File: src/rtl/core/tcce_pkg.sv
// Shared types, constants and the weight-to-level table for the threshold
// color-cycle echo block. No dependencies.
package tcce_pkg;

    localparam int FRAME_WIDTH    = 640;
    localparam int FRAME_HEIGHT   = 480;
    localparam int HISTORY_FRAMES = 6;

    localparam int PIXELS    = FRAME_WIDTH * FRAME_HEIGHT;
    localparam int ADDR_W    = (PIXELS > 1) ? $clog2(PIXELS) : 1;
    localparam int SLOT_W    = $clog2(HISTORY_FRAMES);
    localparam int STORED_W  = $clog2(HISTORY_FRAMES + 1);

    localparam int THRESH_W  = 8;
    localparam int WARMUP_W  = 16;
    localparam int COUNT_W   = 16;
    localparam int COLOR_W   = 8;

    localparam int GRAY_R    = 4899;
    localparam int GRAY_G    = 9617;
    localparam int GRAY_B    = 1868;
    localparam int GRAY_RND  = 8192;
    localparam int GRAY_SHR  = 14;
    localparam int GRAY_SUM_W = 23;

    localparam int STEPS     = 20;
    localparam int K_W       = 5;

    localparam int Q_DEPTH   = 4;
    localparam int Q_PTR_W   = $clog2(Q_DEPTH);
    localparam int Q_CNT_W   = $clog2(Q_DEPTH + 1);

    localparam logic [THRESH_W-1:0] THRESH_RESET = 8'd127;
    localparam logic [WARMUP_W-1:0] WARMUP_RESET = 16'd30;

    localparam logic [COLOR_W-1:0] LEVEL_TABLE [0:STEPS] = '{
        8'd0,   8'd13,  8'd26,  8'd38,  8'd51,  8'd64,  8'd77,
        8'd89,  8'd102, 8'd115, 8'd128, 8'd140, 8'd153, 8'd166,
        8'd179, 8'd191, 8'd204, 8'd217, 8'd230, 8'd242, 8'd255
    };

    typedef enum logic [1:0] {
        SEG_BG,
        SEG_GR,
        SEG_RB
    } tcce_seg_t;

    typedef enum logic {
        REG_THRESHOLD,
        REG_WARMUP
    } tcce_reg_t;

    typedef struct packed {
        logic [ADDR_W-1:0] addr;
        logic              set;
        tcce_seg_t         seg;
        logic [K_W-1:0]    k;
        logic              push;
        logic [SLOT_W-1:0] slot;
        logic              echo_en;
        logic [SLOT_W-1:0] echo_idx;
        logic              fend;
    } tcce_item_t;

    function automatic logic [COLOR_W-1:0] tcce_level(input logic [K_W-1:0] k);
        logic [COLOR_W-1:0] lvl;
        lvl = '0;
        if (k <= K_W'(STEPS))
        begin
            lvl = LEVEL_TABLE[k];
        end
        return lvl;
    endfunction

endpackage

File: src/rtl/core/tcce_queue.sv
// Short queue of classified items between front and back end.
// Uses tcce_pkg.
module tcce_queue (
    input  logic                 clk,
    input  logic                 rst_n,
    input  logic                 push,
    input  tcce_pkg::tcce_item_t push_item,
    output logic                 full,
    input  logic                 pop,
    output tcce_pkg::tcce_item_t head,
    output logic                 empty
);
    import tcce_pkg::*;

    tcce_item_t           entry_reg [0:Q_DEPTH-1];
    logic [Q_PTR_W-1:0]   wr_ptr_reg, wr_ptr_next;
    logic [Q_PTR_W-1:0]   rd_ptr_reg, rd_ptr_next;
    logic [Q_CNT_W-1:0]   count_reg, count_next;
    logic                 do_push;
    logic                 do_pop;

    assign full    = count_reg == Q_CNT_W'(Q_DEPTH);
    assign empty   = count_reg == '0;
    assign do_push = push && !full;
    assign do_pop  = pop && !empty;
    assign head    = entry_reg[rd_ptr_reg];

    always_comb
    begin
        wr_ptr_next = do_push ? wr_ptr_reg + Q_PTR_W'(1) : wr_ptr_reg;
        rd_ptr_next = do_pop ? rd_ptr_reg + Q_PTR_W'(1) : rd_ptr_reg;
        count_next  = count_reg;
        if (do_push && !do_pop)
        begin
            count_next = count_reg + Q_CNT_W'(1);
        end
        else if (do_pop && !do_push)
        begin
            count_next = count_reg - Q_CNT_W'(1);
        end
    end

    always_ff @(posedge clk)
    begin
        if (do_push)
        begin
            entry_reg[wr_ptr_reg] <= push_item;
        end
    end

    always_ff @(posedge clk or negedge rst_n)
    begin
        if (!rst_n)
        begin
            wr_ptr_reg <= '0;
            rd_ptr_reg <= '0;
            count_reg  <= '0;
        end
        else
        begin
            wr_ptr_reg <= wr_ptr_next;
            rd_ptr_reg <= rd_ptr_next;
            count_reg  <= count_next;
        end
    end

endmodule

File: config.mk
export PLATFORM = sky130hd
export DESIGN_NAME = tcce_queue
export DESIGN_NICKNAME = d
export VERILOG_FILES = /design/src/rtl/core/tcce_pkg.sv /design/src/rtl/core/tcce_queue.sv
export SDC_FILE = /design/constraint.sdc
export NUM_CORES = 1
export LEC_CHECK = 0
export ABC_CLOCK_PERIOD_IN_PS = 1950
export CELL_PAD_IN_SITES_DETAIL_PLACEMENT = 1
export CELL_PAD_IN_SITES_GLOBAL_PLACEMENT = 1
export CORE_MARGIN = 1
export CORE_UTILIZATION = 49
export CTS_CLUSTER_DIAMETER = 40
export DETAILED_ROUTE_END_ITERATION = 6
export DONT_BUFFER_PORTS = 1
export PLACE_DENSITY_LB_ADDON = 0.25
export SYNTH_ARGS = -nofsm -noshare
export SYNTH_HDL_FRONTEND = slang
export SYNTH_SLANG_ARGS = --single-unit
File: constraint.sdc
create_clock -name clk -period 1.95 [get_ports clk]
set_input_delay 0.39 -clock clk [delete_from_list [all_inputs] [get_ports clk]]
set_output_delay 0.39 -clock clk [all_outputs]
set_load 0.01 [all_outputs]
After elaboration in Yosys (flattened, before gate mapping)
Memory sizes are Yosys's and may differ from the RTL's.
Index checks and enable logic that the tools add are counted.
- add/subtract/negate cells: 4
- reductions and logical operators: 10
- muxes and demuxes: 4
- eq/ne operators: 1
- operators by type and width (cell ; count):
    two-way mux 3 bit ; 2
    adder 2 x 1 -> 2 bit, second input constant ; 2
    logical AND 1 bit ; 4
    logical NOT 1 bit ; 4
    adder 3 x 1 -> 3 bit, second input constant ; 1
    equality test 3 bit, second input constant ; 1
    logical NOT 3 bit ; 1
    subtractor 3 x 1 -> 3 bit, second input constant ; 1
    two-way mux 1 bit ; 2
    nonzero test 2 bit ; 1
- register bits after elaboration: 7
- memories: 1
- memory bits (writable): 144
- input port bits: 40
- logic and storage cells: 23
- output and inout port bits: 38
- memory list (name ; words ; bits a word ; rd ports ; clocked after Yosys merged registers in ; wr ports ; RTL line ; RTL):
    entry_reg ; 4 ; 36 ; 1 ; 0 ; 1 ; tcce_queue.sv:15 ; tcce_item_t entry_reg [0:Q_DEPTH-1];

Longest topological paths before layout
- depth after elaboration: 7
- depth in mapped cells: 9
- mapped depth without buffers: 8

Worst setup path before layout
OpenSTA, ideal clock, no wires.
- kind: register to register
- start: reg count_reg[2]
- end: mem entry_reg[2][0] (netlist name) (enable)
- slack: -0.155 ns
- data required time: 1.553 ns
- library setup time: 0.397 ns
- clock period less this slack: 2.105 ns
- stages on the path, launching flop included: 5
- arrival time: 1.708 ns
- path buffers: 1
- cell sequence: dfrtp_1 nor3b_2 nor2b_1 buf_6 and2_1
- cells in the longest elaborated chain, start to end: 5
- ends and longest elaborated chain (item ; RTL line ; RTL):
    from (decl) ; tcce_queue.sv:18 ; logic [Q_CNT_W-1:0] count_reg, count_next;
    from (signal assigned) ; tcce_queue.sv:63 ; count_reg <= count_next;
    equality test 3 bit ; tcce_queue.sv:22 ; assign full = count_reg == Q_CNT_W'(Q_DEPTH);
    named net full ; tcce_queue.sv:8 ; output logic full,
    logical NOT 1 bit ; tcce_queue.sv:24 ; assign do_push = push && !full;
    logical AND 1 bit ; tcce_queue.sv:24 ;
    named net do_push ; tcce_queue.sv:19 ; logic do_push;
    two-way mux 1 bit ; tcce_queue.sv:45 ; if (do_push)
    two-way mux 1 bit (implied by the code) ; tcce_queue.sv:47 ; entry_reg[wr_ptr_reg] <= push_item;
    to (decl) ; tcce_queue.sv:15 ;
The timed path passes the listed nets, and every way through them passes these cells.

==> summary.md <==
| Metric | Value |
|---|---|
| Vias in the first global route | 2650 |
| TritonCTS clock tree | built |
| Port Buffers | 0 |
| VDD IR max | 923.4 uV |
| Place WS | -0.04609 ns |
| Most common cell after layout, fill and taps aside | edfxtp_1 |
| Total Nets Final | 307 |
| Max incr delay on CP | 0.56 ns |
| WHS | 0.06065 ns |
| Final ANT Viol Nets | 0 |
| Worst-Margin Slew | 0.3708 ns |
| Initial Utilization | 51.09% |
| Final setup vio count | 36 |
| Core Rows | 38 |
| Setup WS post-layout | -0.1081 ns |
| Via count | 2326 |
| Detailed Place HPWL | 5917 um |
| Switching power | 3.018 mW |
| First-pass GRT wire length | 15390 um |
| Failing checks | negative setup slack |
| Clock Power Share | 31.3% |
| Period utilisation layout | 105.5% |
| Critical path's slowest cell | mux4_2 |
| Die Area | 0.01193 mm2 |
| Post-Syn Area | 0.005635 mm2 |
| Clock skew | 0.004634 ns |
| Worst Path Arrival | 1.67 ns |
| Layout cells sized above 1 | 38.32% |
| Sequential fraction of design power | 40.5% |
| FF+latch count, synth | 151 |
| Largest net degree at the start of global routing | 37 |
| Drt first pass iters | 4 |
| Cells along the critical path | buf_12 > buf_16 > mux4_2 |
| YS warnings | 0 |
| WS Path Type | reg2out |
| CTS root buffer | clkbuf_16 |
| RePlAce Congestion | 0.6808 |
| Layout area overhead | 19.47% |
| Worst slew margin | 75.28% |
| Internal | 8.081 mW |
| FMAX | 485.9 MHz |
| Die Y | 109.2 um |
| Mapped Nets | 270 |
| Gr ovfl total | 0 |
| Drt drc | 0 |
| Initial antenna violation count | 0 |
| Cells after Synth | 224 |
| Startpoint types | flop |
| Delay-heaviest family, CP | multiplexers |
| 1st-iter DRT viols | 96 |
| Mapped Avg Cell Area | 25.16 um2 |
| RSZ-0062 raised after global routing | true |
| Avg WL per Cell | 25.41 um |
| Max reg flops | 144 |
| Outcome | finished with violations |
| Die width | 109.2 um |
| Final Hold Viols | 0 |
| Core footprint | 0.01103 mm2 |
| Fillers | 892 |
| Clock sinks | 151 |
| Drt total wl | 10520 um |
| Htree depth | 4 |
| Setup_tns | -3.087 ns |
| Worst Setup End Kind | output pin |
| P_leak | 2.232 nW |
| WP buf/inv | 2 |
| Sequential area share after synthesis | 79.84% |
| Latest clock arrival within the worst-skew pair | 0.42 ns |
| Switching Share | 27.19% |
| Comb pwr share | 28.2% |
| Final Non-Filler Cells | 414 |
| Crit-path max FO | 14 |
| Placed insts | 373 |
| GR Util All Layers | 19.33% |
| Hold Path Class | in2reg |
| Maxcap violations | 0 |
| Vias per std cell | 5.618 |
| Overall Power | 11.10 mW |
| Clock Pin Slew Worst Setup and Hold Paths | 0.06 ns |
| Slew Limit Fails | 0 |
| CTS max path bufs | 2 |
| Crit path time final | 2.058 ns |
| N_diodes | 0 |
| I/O pins | 78 |
| Synth cell types | 20 |
| CTS buffer count | 17 |
| Most frequent cells in the layout | edfxtp_1, mux4_2, clkbuf_16 |
| Pwr Density | 1649 mW/mm2 |
| CP Data Required Time | 1.56 ns |
final cells by class:
class                      count  area (um2)  area share (%)
clock buffer                  25       495.5           7.359
clock inverter                 7       142.6           2.119
inverter                       4       15.01          0.2230
multi-input combinational     60        1072           15.93
sequential                   151        4502           66.86
tap                          140       175.2           2.602
timing repair buffer          27       330.3           4.906
power by group through the flow:
stage / logic (mW) / clock network [mW] / registers, mW
3_3_place_gp: 2.78 / 0 / 4.50
2_1_floorplan: 2.13 / 0 / 4.49
6_report: 3.13 / 3.48 / 4.50
4_1_cts: 2.96 / 3.54 / 4.52
3_5_place_dp: 2.83 / 0 / 4.55
5_1_grt: 3.37 / 3.65 / 4.55
through the flow:
step | instance area (um2) | utilization (%)
6_report | 6733 | 61.04
2_1_floorplan | 5650 | -
3_3_place_gp | 5936 | 53.81
5_1_grt | 6733 | 61.04
4_1_cts | 6636 | 60.16
3_5_place_dp | 5936 | 53.81
synthesized netlist by cell type, drive strengths merged:
cell / count / area share (%)
and2: 4 / 0.44
buf: 9 / 1.6
dfrtp: 7 / 3.1
edfxtp: 144 / 77
fa: 1 / 0.36
ha: 5 / 1.1
inv: 4 / 0.27
mux2: 2 / 0.40
mux4: 36 / 14
nand2: 1 / 0.067
nand3: 1 / 0.089
nor2: 1 / 0.067
nor2b: 1 / 0.11
nor3b: 1 / 0.22
or3: 1 / 0.11
xnor2: 4 / 0.62
xor2: 2 / 0.31
cell families (layout without fill, tap and decap cells):
family                   after synthesis  in the layout  synth area share, %
XOR/XNOR                               6              6               0.9325
adder cells (fa/ha/maj)                6              6                1.465
flip-flops                           151            151                79.84
AND/OR/NAND/NOR                       10             10                1.110
multiplexers                          38             38                14.79
buffers and inverters                 13             63                1.865
path summary, 6_finish.rpt:
path	startpoint	to	slack (ns)	cells past startpoint
min in group asynchronous	rst_n	count_reg[2]$_DFFE_PN0P_	0.31	1
max in group asynchronous	rst_n	rd_ptr_reg[1]$_DFFE_PN0P_	1.37	1
hold reg to reg	wr_ptr_reg[1]$_DFFE_PN0P_	wr_ptr_reg[1]$_DFFE_PN0P_	0.59	1
setup / recovery	rd_ptr_reg[0]$_DFFE_PN0P_	head[14]	-0.11	3
setup reg to reg	count_reg[1]$_DFFE_PN0P_	count_reg[2]$_DFFE_PN0P_	0.05	8
hold / removal	push_item[24]	entry_reg[3][24]$_DFFE_PP_	0.06	0
repair_timing:
action / CTS / global route
gates resized for setup: 2 / 8
buffers inserted: 3 / 3
hold buffers: 1 / 0
gates cloned: 1 / 1
setup endpoints to repair: 38 / 38
endpoints found under the hold margin: 7 / 0
pin swaps: 3 / 5
per-layer routing:
layer  routed length (um)  track usage [%]  vias up
met3                  790            8.667       13
met5                    0                0        -
met1                 3992            21.30     1224
met4                  178            7.810        0
li1                     -                -     1010
met2                 5559            32.61       79
(Power assumes the default switching activity.)
