--- config.mk ---
export PLATFORM = sky130hd
export DESIGN_NAME = tcce_front
export DESIGN_NICKNAME = d
export VERILOG_FILES = /design/src/rtl/core/tcce_pkg.sv /design/src/rtl/core/tcce_front.sv
export SDC_FILE = /design/constraint.sdc
export NUM_CORES = 1
export LEC_CHECK = 0
export BUFFER_PORTS_ARGS = -buffer_cell sky130_fd_sc_hd__clkbuf_2
export CORE_ASPECT_RATIO = 1.5
export CORE_UTILIZATION = 47
export DETAILED_ROUTE_END_ITERATION = 8
export PLACE_DENSITY = 0.66
export SLEW_MARGIN = 20
export SYNTH_ARGS = -nofsm -noshare
export SYNTH_HDL_FRONTEND = slang
export SYNTH_SLANG_ARGS = --single-unit
--- constraint.sdc ---
create_clock -name clk -period 13.2 [get_ports clk]
set_input_delay 2.64 -clock clk [delete_from_list [all_inputs] [get_ports clk]]
set_output_delay 2.64 -clock clk [all_outputs]
set_load 0.05 [all_outputs]
--- src/rtl/core/tcce_pkg.sv ---
// Shared types, constants and the weight-to-level table for the threshold
// color-cycle echo block. No dependencies.
package tcce_pkg;

    localparam int FRAME_WIDTH    = 640;
    localparam int FRAME_HEIGHT   = 480;
    localparam int HISTORY_FRAMES = 6;

    localparam int PIXELS    = FRAME_WIDTH * FRAME_HEIGHT;
    localparam int ADDR_W    = (PIXELS > 1) ? $clog2(PIXELS) : 1;
    localparam int SLOT_W    = $clog2(HISTORY_FRAMES);
    localparam int STORED_W  = $clog2(HISTORY_FRAMES + 1);

    localparam int THRESH_W  = 8;
    localparam int WARMUP_W  = 16;
    localparam int COUNT_W   = 16;
    localparam int COLOR_W   = 8;

    localparam int GRAY_R    = 4899;
    localparam int GRAY_G    = 9617;
    localparam int GRAY_B    = 1868;
    localparam int GRAY_RND  = 8192;
    localparam int GRAY_SHR  = 14;
    localparam int GRAY_SUM_W = 23;

    localparam int STEPS     = 20;
    localparam int K_W       = 5;

    localparam int Q_DEPTH   = 4;
    localparam int Q_PTR_W   = $clog2(Q_DEPTH);
    localparam int Q_CNT_W   = $clog2(Q_DEPTH + 1);

    localparam logic [THRESH_W-1:0] THRESH_RESET = 8'd127;
    localparam logic [WARMUP_W-1:0] WARMUP_RESET = 16'd30;

    localparam logic [COLOR_W-1:0] LEVEL_TABLE [0:STEPS] = '{
        8'd0,   8'd13,  8'd26,  8'd38,  8'd51,  8'd64,  8'd77,
        8'd89,  8'd102, 8'd115, 8'd128, 8'd140, 8'd153, 8'd166,
        8'd179, 8'd191, 8'd204, 8'd217, 8'd230, 8'd242, 8'd255
    };

    typedef enum logic [1:0] {
        SEG_BG,
        SEG_GR,
        SEG_RB
    } tcce_seg_t;

    typedef enum logic {
        REG_THRESHOLD,
        REG_WARMUP
    } tcce_reg_t;

    typedef struct packed {
        logic [ADDR_W-1:0] addr;
        logic              set;
        tcce_seg_t         seg;
        logic [K_W-1:0]    k;
        logic              push;
        logic [SLOT_W-1:0] slot;
        logic              echo_en;
        logic [SLOT_W-1:0] echo_idx;
        logic              fend;
    } tcce_item_t;

    function automatic logic [COLOR_W-1:0] tcce_level(input logic [K_W-1:0] k);
        logic [COLOR_W-1:0] lvl;
        lvl = '0;
        if (k <= K_W'(STEPS))
        begin
            lvl = LEVEL_TABLE[k];
        end
        return lvl;
    endfunction

endpackage

--- src/rtl/core/tcce_front.sv ---
// Front end: accepts pixel beats, computes gray and threshold, tracks frame
// phase and history slots, and hands a classified item to the queue. Uses tcce_pkg.
module tcce_front (
    input  logic                           clk,
    input  logic                           rst_n,
    input  logic [tcce_pkg::THRESH_W-1:0]  threshold_level,
    input  logic [tcce_pkg::WARMUP_W-1:0]  warmup_frames,
    input  logic                           in_valid,
    output logic                           in_stall,
    input  logic [tcce_pkg::COLOR_W-1:0]   pix_blue,
    input  logic [tcce_pkg::COLOR_W-1:0]   pix_green,
    input  logic [tcce_pkg::COLOR_W-1:0]   pix_red,
    input  logic                           frame_end,
    input  logic                           q_full,
    output logic                           q_push,
    output tcce_pkg::tcce_item_t           q_item
);
    import tcce_pkg::*;

    logic [COUNT_W-1:0]    count_reg, count_next;
    tcce_seg_t             seg_reg, seg_next;
    logic [K_W-1:0]        k_reg, k_next;
    logic [ADDR_W-1:0]     addr_reg, addr_next;
    logic [STORED_W-1:0]   stored_reg, stored_next;
    logic [SLOT_W-1:0]     oldest_reg, oldest_next;

    logic                  accept;
    logic [GRAY_SUM_W-1:0] gray_sum;
    logic [COLOR_W-1:0]    gray;
    logic                  push;
    logic                  full;
    logic [STORED_W:0]     slot_sum;
    logic [SLOT_W-1:0]     slot;
    logic [SLOT_W-1:0]     new_oldest;
    logic [STORED_W-1:0]   new_stored;

    assign in_stall = q_full;
    assign accept   = in_valid && !q_full;

    assign gray_sum = GRAY_SUM_W'(GRAY_R) * GRAY_SUM_W'(pix_red)
                    + GRAY_SUM_W'(GRAY_G) * GRAY_SUM_W'(pix_green)
                    + GRAY_SUM_W'(GRAY_B) * GRAY_SUM_W'(pix_blue)
                    + GRAY_SUM_W'(GRAY_RND);
    assign gray = gray_sum[GRAY_SHR +: COLOR_W];

    assign push     = count_reg > warmup_frames;
    assign full     = stored_reg >= STORED_W'(HISTORY_FRAMES);
    assign slot_sum = (STORED_W+1)'(oldest_reg) + (STORED_W+1)'(stored_reg);

    always_comb
    begin
        slot       = oldest_reg;
        new_oldest = oldest_reg;
        new_stored = stored_reg;
        if (push)
        begin
            if (full)
            begin
                new_oldest = (oldest_reg == SLOT_W'(HISTORY_FRAMES - 1)) ?
                             '0 : oldest_reg + SLOT_W'(1);
            end
            else
            begin
                slot = (slot_sum >= (STORED_W+1)'(HISTORY_FRAMES)) ?
                       SLOT_W'(slot_sum - (STORED_W+1)'(HISTORY_FRAMES)) :
                       SLOT_W'(slot_sum);
                new_stored = stored_reg + STORED_W'(1);
            end
        end
    end

    assign q_push         = accept;
    assign q_item.addr     = addr_reg;
    assign q_item.set      = gray > threshold_level;
    assign q_item.seg      = seg_reg;
    assign q_item.k        = k_reg;
    assign q_item.push     = push;
    assign q_item.slot     = slot;
    assign q_item.echo_en  = new_stored != '0;
    assign q_item.echo_idx = new_oldest;
    assign q_item.fend     = frame_end;

    always_comb
    begin
        count_next  = count_reg;
        seg_next    = seg_reg;
        k_next      = k_reg;
        addr_next   = addr_reg;
        stored_next = stored_reg;
        oldest_next = oldest_reg;
        if (accept)
        begin
            if (frame_end)
            begin
                addr_next   = '0;
                count_next  = count_reg + COUNT_W'(1);
                stored_next = new_stored;
                oldest_next = new_oldest;
                if (count_next == '0)
                begin
                    seg_next = SEG_BG;
                    k_next   = '0;
                end
                else if (k_reg == K_W'(STEPS - 1))
                begin
                    k_next = '0;
                    unique case (seg_reg)
                        SEG_BG:  seg_next = SEG_GR;
                        SEG_GR:  seg_next = SEG_RB;
                        default: seg_next = SEG_BG;
                    endcase
                end
                else
                begin
                    k_next = k_reg + K_W'(1);
                end
            end
            else
            begin
                addr_next = (addr_reg == ADDR_W'(PIXELS - 1)) ?
                            '0 : addr_reg + ADDR_W'(1);
            end
        end
    end

    always_ff @(posedge clk or negedge rst_n)
    begin
        if (!rst_n)
        begin
            count_reg  <= COUNT_W'(1);
            seg_reg    <= SEG_BG;
            k_reg      <= K_W'(1);
            addr_reg   <= '0;
            stored_reg <= '0;
            oldest_reg <= '0;
        end
        else
        begin
            count_reg  <= count_next;
            seg_reg    <= seg_next;
            k_reg      <= k_next;
            addr_reg   <= addr_next;
            stored_reg <= stored_next;
            oldest_reg <= oldest_next;
        end
    end

`ifndef SYNTHESIS
    a_addr_range: assert property (@(posedge clk) disable iff (!rst_n)
        addr_reg <= ADDR_W'(PIXELS - 1))
        else $error("pixel address out of frame");
    a_history_bounds: assert property (@(posedge clk) disable iff (!rst_n)
        stored_reg <= STORED_W'(HISTORY_FRAMES) &&
        oldest_reg <= SLOT_W'(HISTORY_FRAMES - 1))
        else $error("history bookkeeping out of range");
    a_phase_wrap: assert property (@(posedge clk) disable iff (!rst_n)
        count_reg == '0 |-> k_reg == '0 && seg_reg == SEG_BG)
        else $error("phase not zero at counter wrap");
    a_frame_restart: assert property (@(posedge clk) disable iff (!rst_n)
        accept && frame_end |=> addr_reg == '0)
        else $error("address not reset after frame end");
`endif

endmodule

# ---- Yosys cells after proc, flatten, opt, wreduce, memory -nomap -nowiden
# Cells that the tools add are included.
dict set report totals {
  register_bits 48
  latchBits 0
  ramBits 0
  romBits 0
  in_bits 53
  out_inout_bits 38
  elab_cells 50
  memories 0
}
dict set report classes {
  add_sub_neg 10
  mul 3
  n_div 0
  n_lt_le_gt_ge 4
  n_eq_ne 4
  shift 0
  n_mux 15
  bitwise 0
  reduce_logical 8
}
# op count
set op_table {}
lappend op_table {{19-bit 2-to-1 mux} 2}
lappend op_table {{3-bit 2-to-1 mux} 8}
lappend op_table {{21-bit by 22-bit adder with 22-bit output} 1}
lappend op_table {{22-bit by 14-bit adder with 22-bit output (second input constant)} 1}
lappend op_table {{22-bit by 19-bit adder with 22-bit output} 1}
lappend op_table {{14-bit by 8-bit multiplier with 22-bit output (first input constant)} 1}
lappend op_table {{13-bit by 8-bit multiplier with 21-bit output (first input constant)} 1}
lappend op_table {{19-bit by 1-bit adder with 19-bit output (second input constant)} 1}
lappend op_table {{19-bit == test (second input constant)} 1}
lappend op_table {{9-bit by 8-bit multiplier with 17-bit output (first input constant)} 1}
lappend op_table {{16-bit by 1-bit adder with 16-bit output (second input constant)} 1}
lappend op_table {{16-bit > comparator} 1}
lappend op_table {{16-bit zero test} 1}
lappend op_table {{5-bit 2-to-1 mux} 2}
lappend op_table {{8-bit > comparator} 1}
lappend op_table {{3-bit by 1-bit adder with 3-bit output (second input constant)} 2}
lappend op_table {{5-bit by 1-bit adder with 5-bit output (second input constant)} 1}
lappend op_table {{5-bit == test (second input constant)} 1}
lappend op_table {{3-bit by 3-bit adder with 4-bit output} 1}
lappend op_table {{4-bit by 3-bit >= comparator with 1-bit output (second input constant)} 1}
lappend op_table {{2-bit 2-to-1 mux} 2}
lappend op_table {{2-bit case mux with 2 select lines} 1}
lappend op_table {{3-bit == test (second input constant)} 1}
lappend op_table {{3-bit >= comparator (second input constant)} 1}
lappend op_table {{9 further kinds} 9}

# ---- Logic depth before layout (Yosys ltp)
# Gate-level depths: netlist of run 1.
dict set report logic_depth {
  ltp_word 5
  mapped_depth 35
  mapped_depth_nobuf 35
}

# ---- Worst setup path after synthesis of run 1
# Ideal clock, no wire load.
dict set report synth_timing {
  kind {input to output}
  startpoint {in pix_blue[2] in the netlist's numbering}
  endpoint {out q_item[16] in the netlist's numbering}
  arrival_ps 10083
  setup_slack_ps 477
  path_stages 32
  path_cell_list {ha_1 -> ha_1 -> or2_2 -> fa_1 -> inv_1 -> fa_1 -> inv_1 -> ha_1 -> and2_1 -> o21ai_0 -> nand2_1 -> nor2_1 -> xnor2_1 -> ha_1 -> ha_1 -> fa_1 -> inv_1 -> fa_1 -> fa_1 -> inv_1 -> ha_1 -> a21oi_1 -> nor2_1 -> a211oi_1 -> nor4b_1 -> a311o_1 -> or4_1 -> nand3_1 -> ha_1 -> nand3_1 -> o21ai_0 -> o31a_1}
}
# element line
set synth_lines {}
lappend synth_lines {{start, declared} tcce_front.sv:10} ;# input logic [tcce_pkg::COLOR_W-1:0] pix_blue,
lappend synth_lines {{end, declared} tcce_front.sv:16} ;# output tcce_pkg::tcce_item_t q_item

==> key figures, run 1 <==
Outcome
  • Status: finished, violations left
  • Failing checks: DRC

Setup path
  • Worst r2r src: count_reg[0]
  • R2R cell count: 8
  • R2R Setup Slk: 10.09 ns
  • Worst path max stage delay: 0.55 ns
  • Setup Crit Path Kind: input port to output pin
  • Crit-path slowest cell: or4_1
  • Worst setup path end: q_item[16]
  • Critical Path Start: pix_blue[6]
  • Crit. End Element: output pin
  • WP data required: 10.56 ns
  • Worst flop-to-flop path endpoint: seg_reg[0]
  • Worst-path maximum fanout: 4
  • WP data arrival: 10.21 ns
  • Most common cell on crit path: fa_1
  • Startpoint types: input port

Clocking
  • Clock buffer depth: 2
  • Root Driver: clkbuf_16
  • Clock Latency Late Sink: 0.29 ns
  • Htree depth: 2
  • Clock slew at reported path FFs: 0.07 ns
  • CTS tree: done
  • Num Clock Sinks: 48
  • Clock buffer count from CTS: 5

Finish
  • Max reg flops: 19
  • Nets: 1329
  • Layout cell share with drive strength beyond 1: 15.3%
  • Storage element area: 0.00120 mm2
  • Area of the multi-input gates: 0.00640 mm2
  • Antenna cells: 0
  • Filler cell count: 1622
  • Area Overhead vs Synth: 12.8%

Synthesis
  • Synthesized area: 0.00837 mm2
  • Syn Nets: 1233
  • Ys flop type: dfrtp_1
  • Post-synthesis cell type count: 57
  • Yosys warning count: 0
  • Seq/Total Area, Yosys: 14.4%
  • Asr flop ratio synth: 100%
  • Mean Syn Cell Area: 9.14 um2
  • Synth area leader: ha_1
  • Area fraction of the dominant cell type after synthesis: 26.3%
  • Seq cells post-synth: 48
  • Mapped Cells: 916
  • Post-synth EDFFs: 0
  • Ranking of synthesized cells by area: ha_1 26%, fa_1 21%, dfrtp_1 14%, inv_1 10%, xnor2_1 3.2%

Floorplanning
  • Rows: 59
  • Initial core utilization: 48.0%
  • Core ar.: 0.0174 mm2
  • Die width: 111 um
  • Die ar.: 0.0184 mm2
  • IO Pins: 91
  • Die Y: 165 um

STA
  • Min Hold Slack: 0.535 ns
  • Final Hold Vio Count: 0
  • Final worst path period need: 12.85 ns
  • Final setup viols: 0
  • Crit share post-route: 97.3%
  • Rel. slew slack: 34.5%
  • Peak Freq: 77.9 MHz
  • Setup TNS: 0 ns
  • Fin Clk Skew: 0.00296 ns
  • Slew @ Worst Pin: 0.974 ns
  • Final Max Slew Viols: 0

Detailed routing
  • Post-route ant nets: 0
  • Via count: 6355
  • Drt via density: 5.18
  • Initial DRT Pass Iterations: 7
  • Wire length per cell: 14.6 um
  • Starting DRT DRC Count: 188
  • Number of remaining DRC errors: 9
  • Final WL: 17900 um

Global route
  • Gr usage total: 20.4%
  • Met3 usage: 1.50%
  • Gr ovfl total: 0
  • M2 GR Usage: 41.7%
  • GR Layer Usage met1: 21.3%
  • Largest net degree at the start of global routing: 49
  • First-pass GRT wire length: 29900 um
  • Top Usage Layer GRT: met2
  • Initial antenna violation count: 0
  • Vias in the first global route: 6452

Min path
  • Hold WC Path Type: flip-flop to flip-flop

Placed design
  • Port bufs: 90
  • HPWL Detailed: 15300 um
  • Placer Congestion: 0.829

Run
  • Number of max-cap violations: 0
-- timing repair --
| action | in CTS | in global routing |
|---|---|---|
| setup endpoints to repair | 0 | 1 |
| setup buffers | 0 | 3 |
| resized for setup | 0 | 31 |
| hold buffers | 0 | 0 |
-- through the flow --
step | cells | worst slack (ns) | cell area [um2] | util [%]
2_1_floorplan | 916 | 0.477 | 8370 | -
3_3_place_gp | 1215 | 0.110 | 9100 | 52.2
3_5_place_dp | 1215 | 0.0616 | 9100 | 52.2
4_1_cts | 1223 | 0.0445 | 9250 | 53.1
5_1_grt | 1226 | -0.0220 | 9440 | 54.2
6_report | 1226 | 0.355 | 9440 | 54.2
-- cells in the mapped netlist, types with 7 or more instances --
master,number
nand3_1,27
dfrtp_1,46
fa_1,88
nor3_1,15
or2_2,8
ha_1,176
o21ai_0,20
nand4_1,17
a21oi_1,27
nor4_1,7
nand2_1,37
xnor2_1,31
xor2_1,25
a21o_1,14
nor2_1,40
and3_1,8
mux2_2,9
inv_1,234
-- placed cells by master, fill, tap and decap left out, types with 5 or more instances in the layout --
cell type	count
o21a_1	6
nor2b_1	5
xor2_1	24
nand3_1	26
nor3_1	14
fa_1	87
and3_1	8
dfrtp_1	46
ha_1	168
and4_1	5
clkbuf_16	5
ha_4	8
a21oi_1	24
buf_4	10
o21ai_0	16
or3_1	5
nor2_1	40
nand2_1	37
clkbuf_2	87
mux2_2	9
nor4_1	7
nand2b_1	6
or2_2	8
inv_1	232
a21o_1	14
nand4_1	17
xnor2_1	30
-- kinds of logic (layout without fill, tap and decap cells) --
family | Yosys count | after routing | synth area share (%)
buffers and inverters | 245 | 342 | 11.2
xor gates and xnor gates | 56 | 56 | 5.86
and+or+nand+nor | 197 | 197 | 12.5
DFF | 48 | 48 | 14.4
AOI/OAI and AO/OA | 94 | 94 | 7.22
muxes | 12 | 12 | 1.57
adders and majority gates | 264 | 264 | 47.4
-- how the worst min path moves through the flow --
stage,from,cells past startpoint,endpoint,slack (ns)
2_1_floorplan,count_reg[15],1,count_reg[15],0.48
3_3_place_gp,count_reg[15],1,count_reg[15],0.52
3_5_place_dp,count_reg[15],1,count_reg[15],0.52
4_1_cts,count_reg[15],1,count_reg[15],0.53
5_1_grt,count_reg[15],1,count_reg[15],0.55
6_report,count_reg[15],1,count_reg[15],0.53
-- critical path: cells and delay by family --
family | cells | cell delay, ns
adder cells (fa/ha/maj) | 12 | 4.38
AND/OR/NAND/NOR | 7 | 1.24
AO/OA/AOI/OAI | 6 | 1.16
buffers and inverters | 7 | 0.66
XOR/XNOR | 1 | 0.13
-- layout make-up --
cell class              count  share of cell area [%]
clock buffers               7                    1.51
clock inverters             1                  0.0795
inverters                 234                    9.30
multi-input cells         623                    67.8
flip-flops and latches     48                    12.7
well taps                 213                    2.82
repair buffers            100                    5.72
-- metal layers --
layer / wire length, um / part of all wire (%) / up-vias
met3: 369 / 2.1 / 30
met5: 0 / 0 / -
met1: 6830 / 38 / 3060
met2: 10100 / 56 / 99
met4: 598 / 3.3 / 0
li1: - / - / 3166
Power of run 1 is not shown: default switching activity piles up to over one toggle a cycle in this logic, so the estimate is an artifact.
==> run 2: changes to the inputs <==
Settings changed: BUFFER_PORTS_ARGS -buffer_cell sky130_fd_sc_hd__clkbuf_2 to -buffer_cell sky130_fd_sc_hd__buf_4, SKIP_LAST_GASP set to 1.
==> run 2 against run 1 <==
Net effect:
- the run still ends with DRC left
- non-clock buffer count down 1
- maximum frequency about the same
- register-to-register slack worse by 0.04 ns
- sequential share of layout area down 0.20 points
- cell count about the same
- final area up 1.6%
- via count up 0.28%
- global-route usage up 0.14 points
- clock-buffer cell count unchanged
- largest cell class unchanged
==> key figures, run 2 (synthesis gave the netlist of run 1 again) <==
Outcome
  • Status: finished, violations left (unchanged)
  • Failing checks: DRC (unchanged)

Setup path
  • Worst path max stage delay: 0.55 ns (about the same)
  • Setup Crit Path Kind: input port to output pin (unchanged)
  • WP data arrival: 10.21 ns (about the same)
  • WP data required: 10.56 ns (about the same)
  • R2R Setup Slk: 10.05 ns (was 10.09 ns)
  • R2R cell count: 8 (unchanged)
  • Worst flop-to-flop path endpoint: seg_reg[0] (unchanged)
  • Crit-path slowest cell: fa_1 (was or4_1)
  • Worst-path maximum fanout: 5 (was 4)
  • Worst r2r src: count_reg[0] (unchanged)
  • Startpoint types: input port (unchanged)
  • Crit. End Element: output pin (unchanged)

Floorplanning
  • Die width: 111 um (unchanged)
  • Core ar.: 0.0174 mm2 (unchanged)
  • Die ar.: 0.0184 mm2 (unchanged)
  • Initial core utilization: 48.0% (unchanged)
  • IO Pins: 91 (unchanged)
  • Rows: 59 (unchanged)
  • Die Y: 165 um (unchanged)

Placed design
  • Port bufs: 90 (unchanged)
  • Placer Congestion: 0.815 (was 0.829)
  • HPWL Detailed: 15600 um (was 15300 um)

Clocking
  • Clock slew at reported path FFs: 0.06 ns (was 0.07 ns)
  • Htree depth: 2 (unchanged)
  • Num Clock Sinks: 48 (unchanged)
  • CTS tree: done (unchanged)
  • Clock buffer count from CTS: 5 (unchanged)
  • Clock Latency Late Sink: 0.29 ns (about the same)
  • Clock buffer depth: 2 (unchanged)
  • Root Driver: clkbuf_16 (unchanged)

STA
  • Final worst path period need: 12.85 ns (about the same)
  • Unrepaired setup endpoints after global routing: no
  • Crit share post-route: 97.3% (about the same)
  • Slew @ Worst Pin: 0.985 ns (was 0.974 ns)
  • Peak Freq: 77.8 MHz (was 77.9 MHz)
  • Setup TNS: 0 ns (unchanged)
  • Final setup viols: 0 (unchanged)
  • Final Hold Vio Count: 0 (unchanged)
  • Fin Clk Skew: 0.00291 ns (was 0.00296 ns)
  • Rel. slew slack: 34.1% (was 34.5%)
  • Final Max Slew Viols: 0 (unchanged)

Detailed routing
  • Highest Signal Layer: met4 (unchanged)
  • Met2 wire length: 10400 um (was 10100 um)
  • Metal3 WL: 401 um (was 369 um)
  • Wire length per cell: 14.7 um (was 14.6 um)
  • Initial DRT Pass Iterations: 6 (was 7)
  • Post-route ant nets: 0 (unchanged)
  • Drt via density: 5.20 (was 5.18)
  • Number of remaining DRC errors: 9 (unchanged)
  • Final WL: 18000 um (was 17900 um)
  • Via count: 6373 (was 6355)
  • Met1 WL: 6740 um (was 6830 um)
  • Starting DRT DRC Count: 126 (was 188)

Global route
  • Largest net degree at the start of global routing: 49 (unchanged)
  • First-pass GRT wire length: 30100 um (was 29900 um)
  • Vias in the first global route: 6520 (was 6452)
  • Initial antenna violation count: 0 (unchanged)
  • Gr ovfl total: 0 (unchanged)
  • Gr usage total: 20.6% (was 20.4%)

Min path
  • Hold WC Path Type: flip-flop to flip-flop (unchanged)
  • Hold_sp: count_reg[15] (unchanged)
  • Hold path cells: 1 (unchanged)
  • WHS Endpoint: count_reg[15] (unchanged)

Finish
  • Nets: 1328 (was 1329)
  • Antenna cells: 0 (unchanged)
  • Max reg flops: 19 (unchanged)
  • Layout cell share with drive strength beyond 1: 14.3% (was 15.3%)
  • Commonest cells after routing, fill and taps aside: 234 x inv_1, 171 x ha_1, 98 x buf_4 (was 232 x inv_1, 168 x ha_1, 87 x fa_1, 87 x clkbuf_2, 46 x dfrtp_1)
  • Area Overhead vs Synth: 14.6% (was 12.8%)
  • Most common cell after layout, fill and taps aside: inv_1 (unchanged)

Run
  • Number of max-cap violations: 0 (unchanged)
[run 2: changes by cell type in the layout (fill, tap and decap cells not counted), sizes merged]
cell / before / now
bufinv: 0 / 1
buf: 13 / 99
clkinvlp: 1 / 0
clkbuf: 94 / 7
[run 2: how the worst max path moves through the flow]
stage / slack (ns) / endpoint / cells past startpoint / from
finish: 0.35 / q_item[16] / 33 / pix_blue[2]
global route: 0.008 / q_item[16] / 34 / pix_blue[2]
CTS: 0.05 / q_item[16] / 34 / pix_blue[5]
detailed placement: 0.08 / q_item[16] / 34 / pix_blue[5]
global placement: 0.15 / q_item[16] / 34 / pix_blue[5]
floorplan: 0.48 / q_item[16] / 32 / pix_blue[2]
[run 2: critical path: cells and delay by family]
family                     cells  cell delay (ns)
adders and majority gates     12             4.75
AOI/OAI and AO/OA              5             1.11
xor gates and xnor gates       1             0.12
buffers and inverters          8             0.61
and+or+nand+nor                7             0.98
[run 2: repair_timing]
item / in CTS / in global routing
hold buffers: 0 / 0
resized for setup: 0 / 20
buffers inserted: 0 / 4
setup endpoints to repair: 0 / 1
[run 2: layer usage]
metal  vias to the layer above  GRT usage (%)
met5                         -              0
met4                         0           6.91
met3                        28           1.53
met2                       101           42.4
met1                      3080           21.7
li1                       3164              -
[run 2: final cells by class]
cell class	count	area, um2
Clock buffer	7	133
Sequential cell	48	1200
Inverter	234	878
Multi-Input combinational cell	623	6340
Timing Repair Buffer	99	747
Fill cell	1614	7830
Tap cell	213	267
Clock inverter	1	30.0
[run 2: through the flow]
step	cells	hold WS [ns]	util, %	worst slack, ns	area (um2)
after floorplan	916	0.484	-	0.477	8370
after global placement	1213	0.522	53.4	0.148	9300
after detailed placement	1213	0.518	53.4	0.0755	9300
after CTS	1221	0.527	54.3	0.0528	9460
after global routing	1225	0.552	55.1	0.00840	9600
final	1225	0.530	55.1	0.353	9600
Power of run 2 is left out for the same reason.
==> run 3: changes to the inputs <==
Settings changed: CORE_UTILIZATION 47 to 30, PLACE_DENSITY 0.66 to 0.46.
==> run 3 against run 2 <==
Net effect:
- the flow still finishes with violations (DRC)
- worst setup slack better by 0.076 ns
- routed wire length up 12%
- clock-buffer cell count down 1
- critical path type unchanged
- critical endpoint unchanged
- largest cell class unchanged
==> key figures, run 3 (synthesis gave the netlist of run 1 again) <==
STA
  • Final Max Slew Viols: 0 (unchanged)
  • Final setup viols: 0 (unchanged)
  • Setup TNS: 0 ns (unchanged)
  • Final Hold Vio Count: 0 (unchanged)
  • Crit share post-route: 96.8% (was 97.3%)
  • Fin Clk Skew: 0.00531 ns (was 0.00291 ns)
  • Unrepaired setup endpoints after global routing: no (unchanged)
  • Peak Freq: 78.3 MHz (was 77.8 MHz)
  • Final worst path period need: 12.77 ns (was 12.85 ns)
  • Slew @ Worst Pin: 1.02 ns (was 0.985 ns)
  • Rel. slew slack: 31.3% (was 34.1%)

Floorplanning
  • Die Y: 207 um (was 165 um)
  • Die ar.: 0.0286 mm2 (was 0.0184 mm2)
  • IO Pins: 91 (unchanged)
  • Rows: 74 (was 59)
  • Initial core utilization: 30.6% (was 48.0%)
  • Core ar.: 0.0273 mm2 (was 0.0174 mm2)
  • Die width: 138 um (was 111 um)

Finish
  • Max reg flops: 19 (unchanged)
  • Layout cell share with drive strength beyond 1: 14.7% (was 14.3%)
  • Area of the multi-input gates: 0.00638 mm2 (was 0.00634 mm2)
  • Filler cell count: 2847 (was 1614)
  • Antenna cells: 0 (unchanged)
  • Nets: 1325 (was 1328)
  • Storage element area: 0.00120 mm2 (unchanged)
  • Most common cell after layout, fill and taps aside: inv_1 (unchanged)
  • Area Overhead vs Synth: 16.8% (was 14.6%)
  • Commonest cells after routing, fill and taps aside: 234 x inv_1, 168 x ha_1, 95 x buf_4 (was 234 x inv_1, 171 x ha_1, 98 x buf_4)

Min path
  • Hold WC Path Type: flip-flop to flip-flop (unchanged)

Detailed routing
  • Initial DRT Pass Iterations: 6 (unchanged)
  • Number of remaining DRC errors: 6 (was 9)
  • Wire length per cell: 14.9 um (was 14.7 um)
  • Final WL: 20100 um (was 18000 um)
  • Starting DRT DRC Count: 134 (was 126)
  • Drt via density: 4.64 (was 5.20)
  • Via count: 6270 (was 6373)
  • Post-route ant nets: 0 (unchanged)

Outcome
  • Status: finished, violations left (unchanged)
  • Failing checks: DRC (unchanged)

Clocking
  • Htree depth: 2 (unchanged)
  • CTS tree: done (unchanged)
  • Clock buffer count from CTS: 5 (unchanged)
  • Root Driver: clkbuf_16 (unchanged)
  • Clock buffer depth: 2 (unchanged)
  • Clock slew at reported path FFs: 0.07 ns (was 0.06 ns)
  • Num Clock Sinks: 48 (unchanged)
  • Clock Latency Late Sink: 0.29 ns (about the same)

Placed design
  • HPWL Detailed: 17500 um (was 15600 um)
  • Placer Congestion: 0.779 (was 0.815)
  • Port bufs: 90 (unchanged)

Setup path
  • CP bufs+invs: 8 (unchanged)
  • Crit. End Element: output pin (unchanged)
  • Most common cell on crit path: inv_1
  • Startpoint types: input port (unchanged)
  • Worst path max stage delay: 0.55 ns (about the same)
  • WP data required: 10.56 ns (about the same)
  • WP data arrival: 10.13 ns (was 10.21 ns)
  • Setup Crit Path Kind: input port to output pin (unchanged)
  • Crit path max-delay family: adder cells (unchanged)
  • Crit-path slowest cell: fa_1 (unchanged)
  • Worst-path maximum fanout: 5 (unchanged)

Global route
  • Vias in the first global route: 6758 (was 6520)
  • Gr ovfl total: 0 (unchanged)
  • Top Usage Layer GRT: met2 (unchanged)
  • GR Layer Usage met1: 15.3% (was 21.7%)
  • Largest net degree at the start of global routing: 49 (unchanged)
  • Gr usage total: 15.0% (was 20.6%)
  • Initial antenna violation count: 0 (unchanged)
  • M2 GR Usage: 31.4% (was 42.4%)
  • Met3 usage: 1.68% (was 1.53%)
  • First-pass GRT wire length: 33900 um (was 30100 um)

Run
  • Number of max-cap violations: 0 (unchanged)
run 3: cell count changes in the layout (fill, tap and decap cells not counted), sizes merged:
cell and delta:
clkinv +1, buf -3, clkbuf -1
run 3: what timing repair did:
action,in CTS,in global routing
hold buffers,0,0
setup buffers,0,1
gates resized for setup,0,26
endpoints found under the setup margin,0,1
run 3: layout make-up:
type	instances	area share, %
multi-input combinational	623	65.2
sequential	48	12.3
inverter	234	8.98
timing repair buffer	96	7.41
tap	342	4.38
clock buffer	6	1.32
clock inverter	2	0.358
run 3: through the flow:
step | utilization [%] | instances | hold slack [ns] | worst slack [ns] | instance area, um2
floorplan | - | 916 | 0.484 | 0.477 | 8370
global placement | 34.6 | 1342 | 0.525 | 0.122 | 9460
detailed placement | 34.6 | 1342 | 0.524 | 0.0693 | 9460
CTS | 35.2 | 1350 | 0.542 | 0.0514 | 9620
global route | 35.8 | 1351 | 0.544 | 0.0175 | 9780
finish | 35.8 | 1351 | 0.538 | 0.428 | 9780
run 3: worst paths after layout:
check	depth (start not counted)	end	startpoint	slack, ns
min in group asynchronous	1	addr_reg[13]	rst_n	2.36
hold / removal	1	seg_reg[1]	seg_reg[0]	0.54
max in group asynchronous	1	count_reg[10]	rst_n	10.39
hold reg to reg	1	seg_reg[1]	seg_reg[0]	0.54
setup / recovery	32	q_item[16]	pix_blue[2]	0.43
setup reg to reg	8	seg_reg[0]	count_reg[0]	10.06
run 3: metal layers:
metal,share of wire [%],wire (um),up-vias
met5,0,0,-
met4,2.1,423,0
met3,3.4,677,19
met2,57,11500,97
met1,37,7520,2996
li1,-,-,3158
Power of run 3 is left out for the same reason.
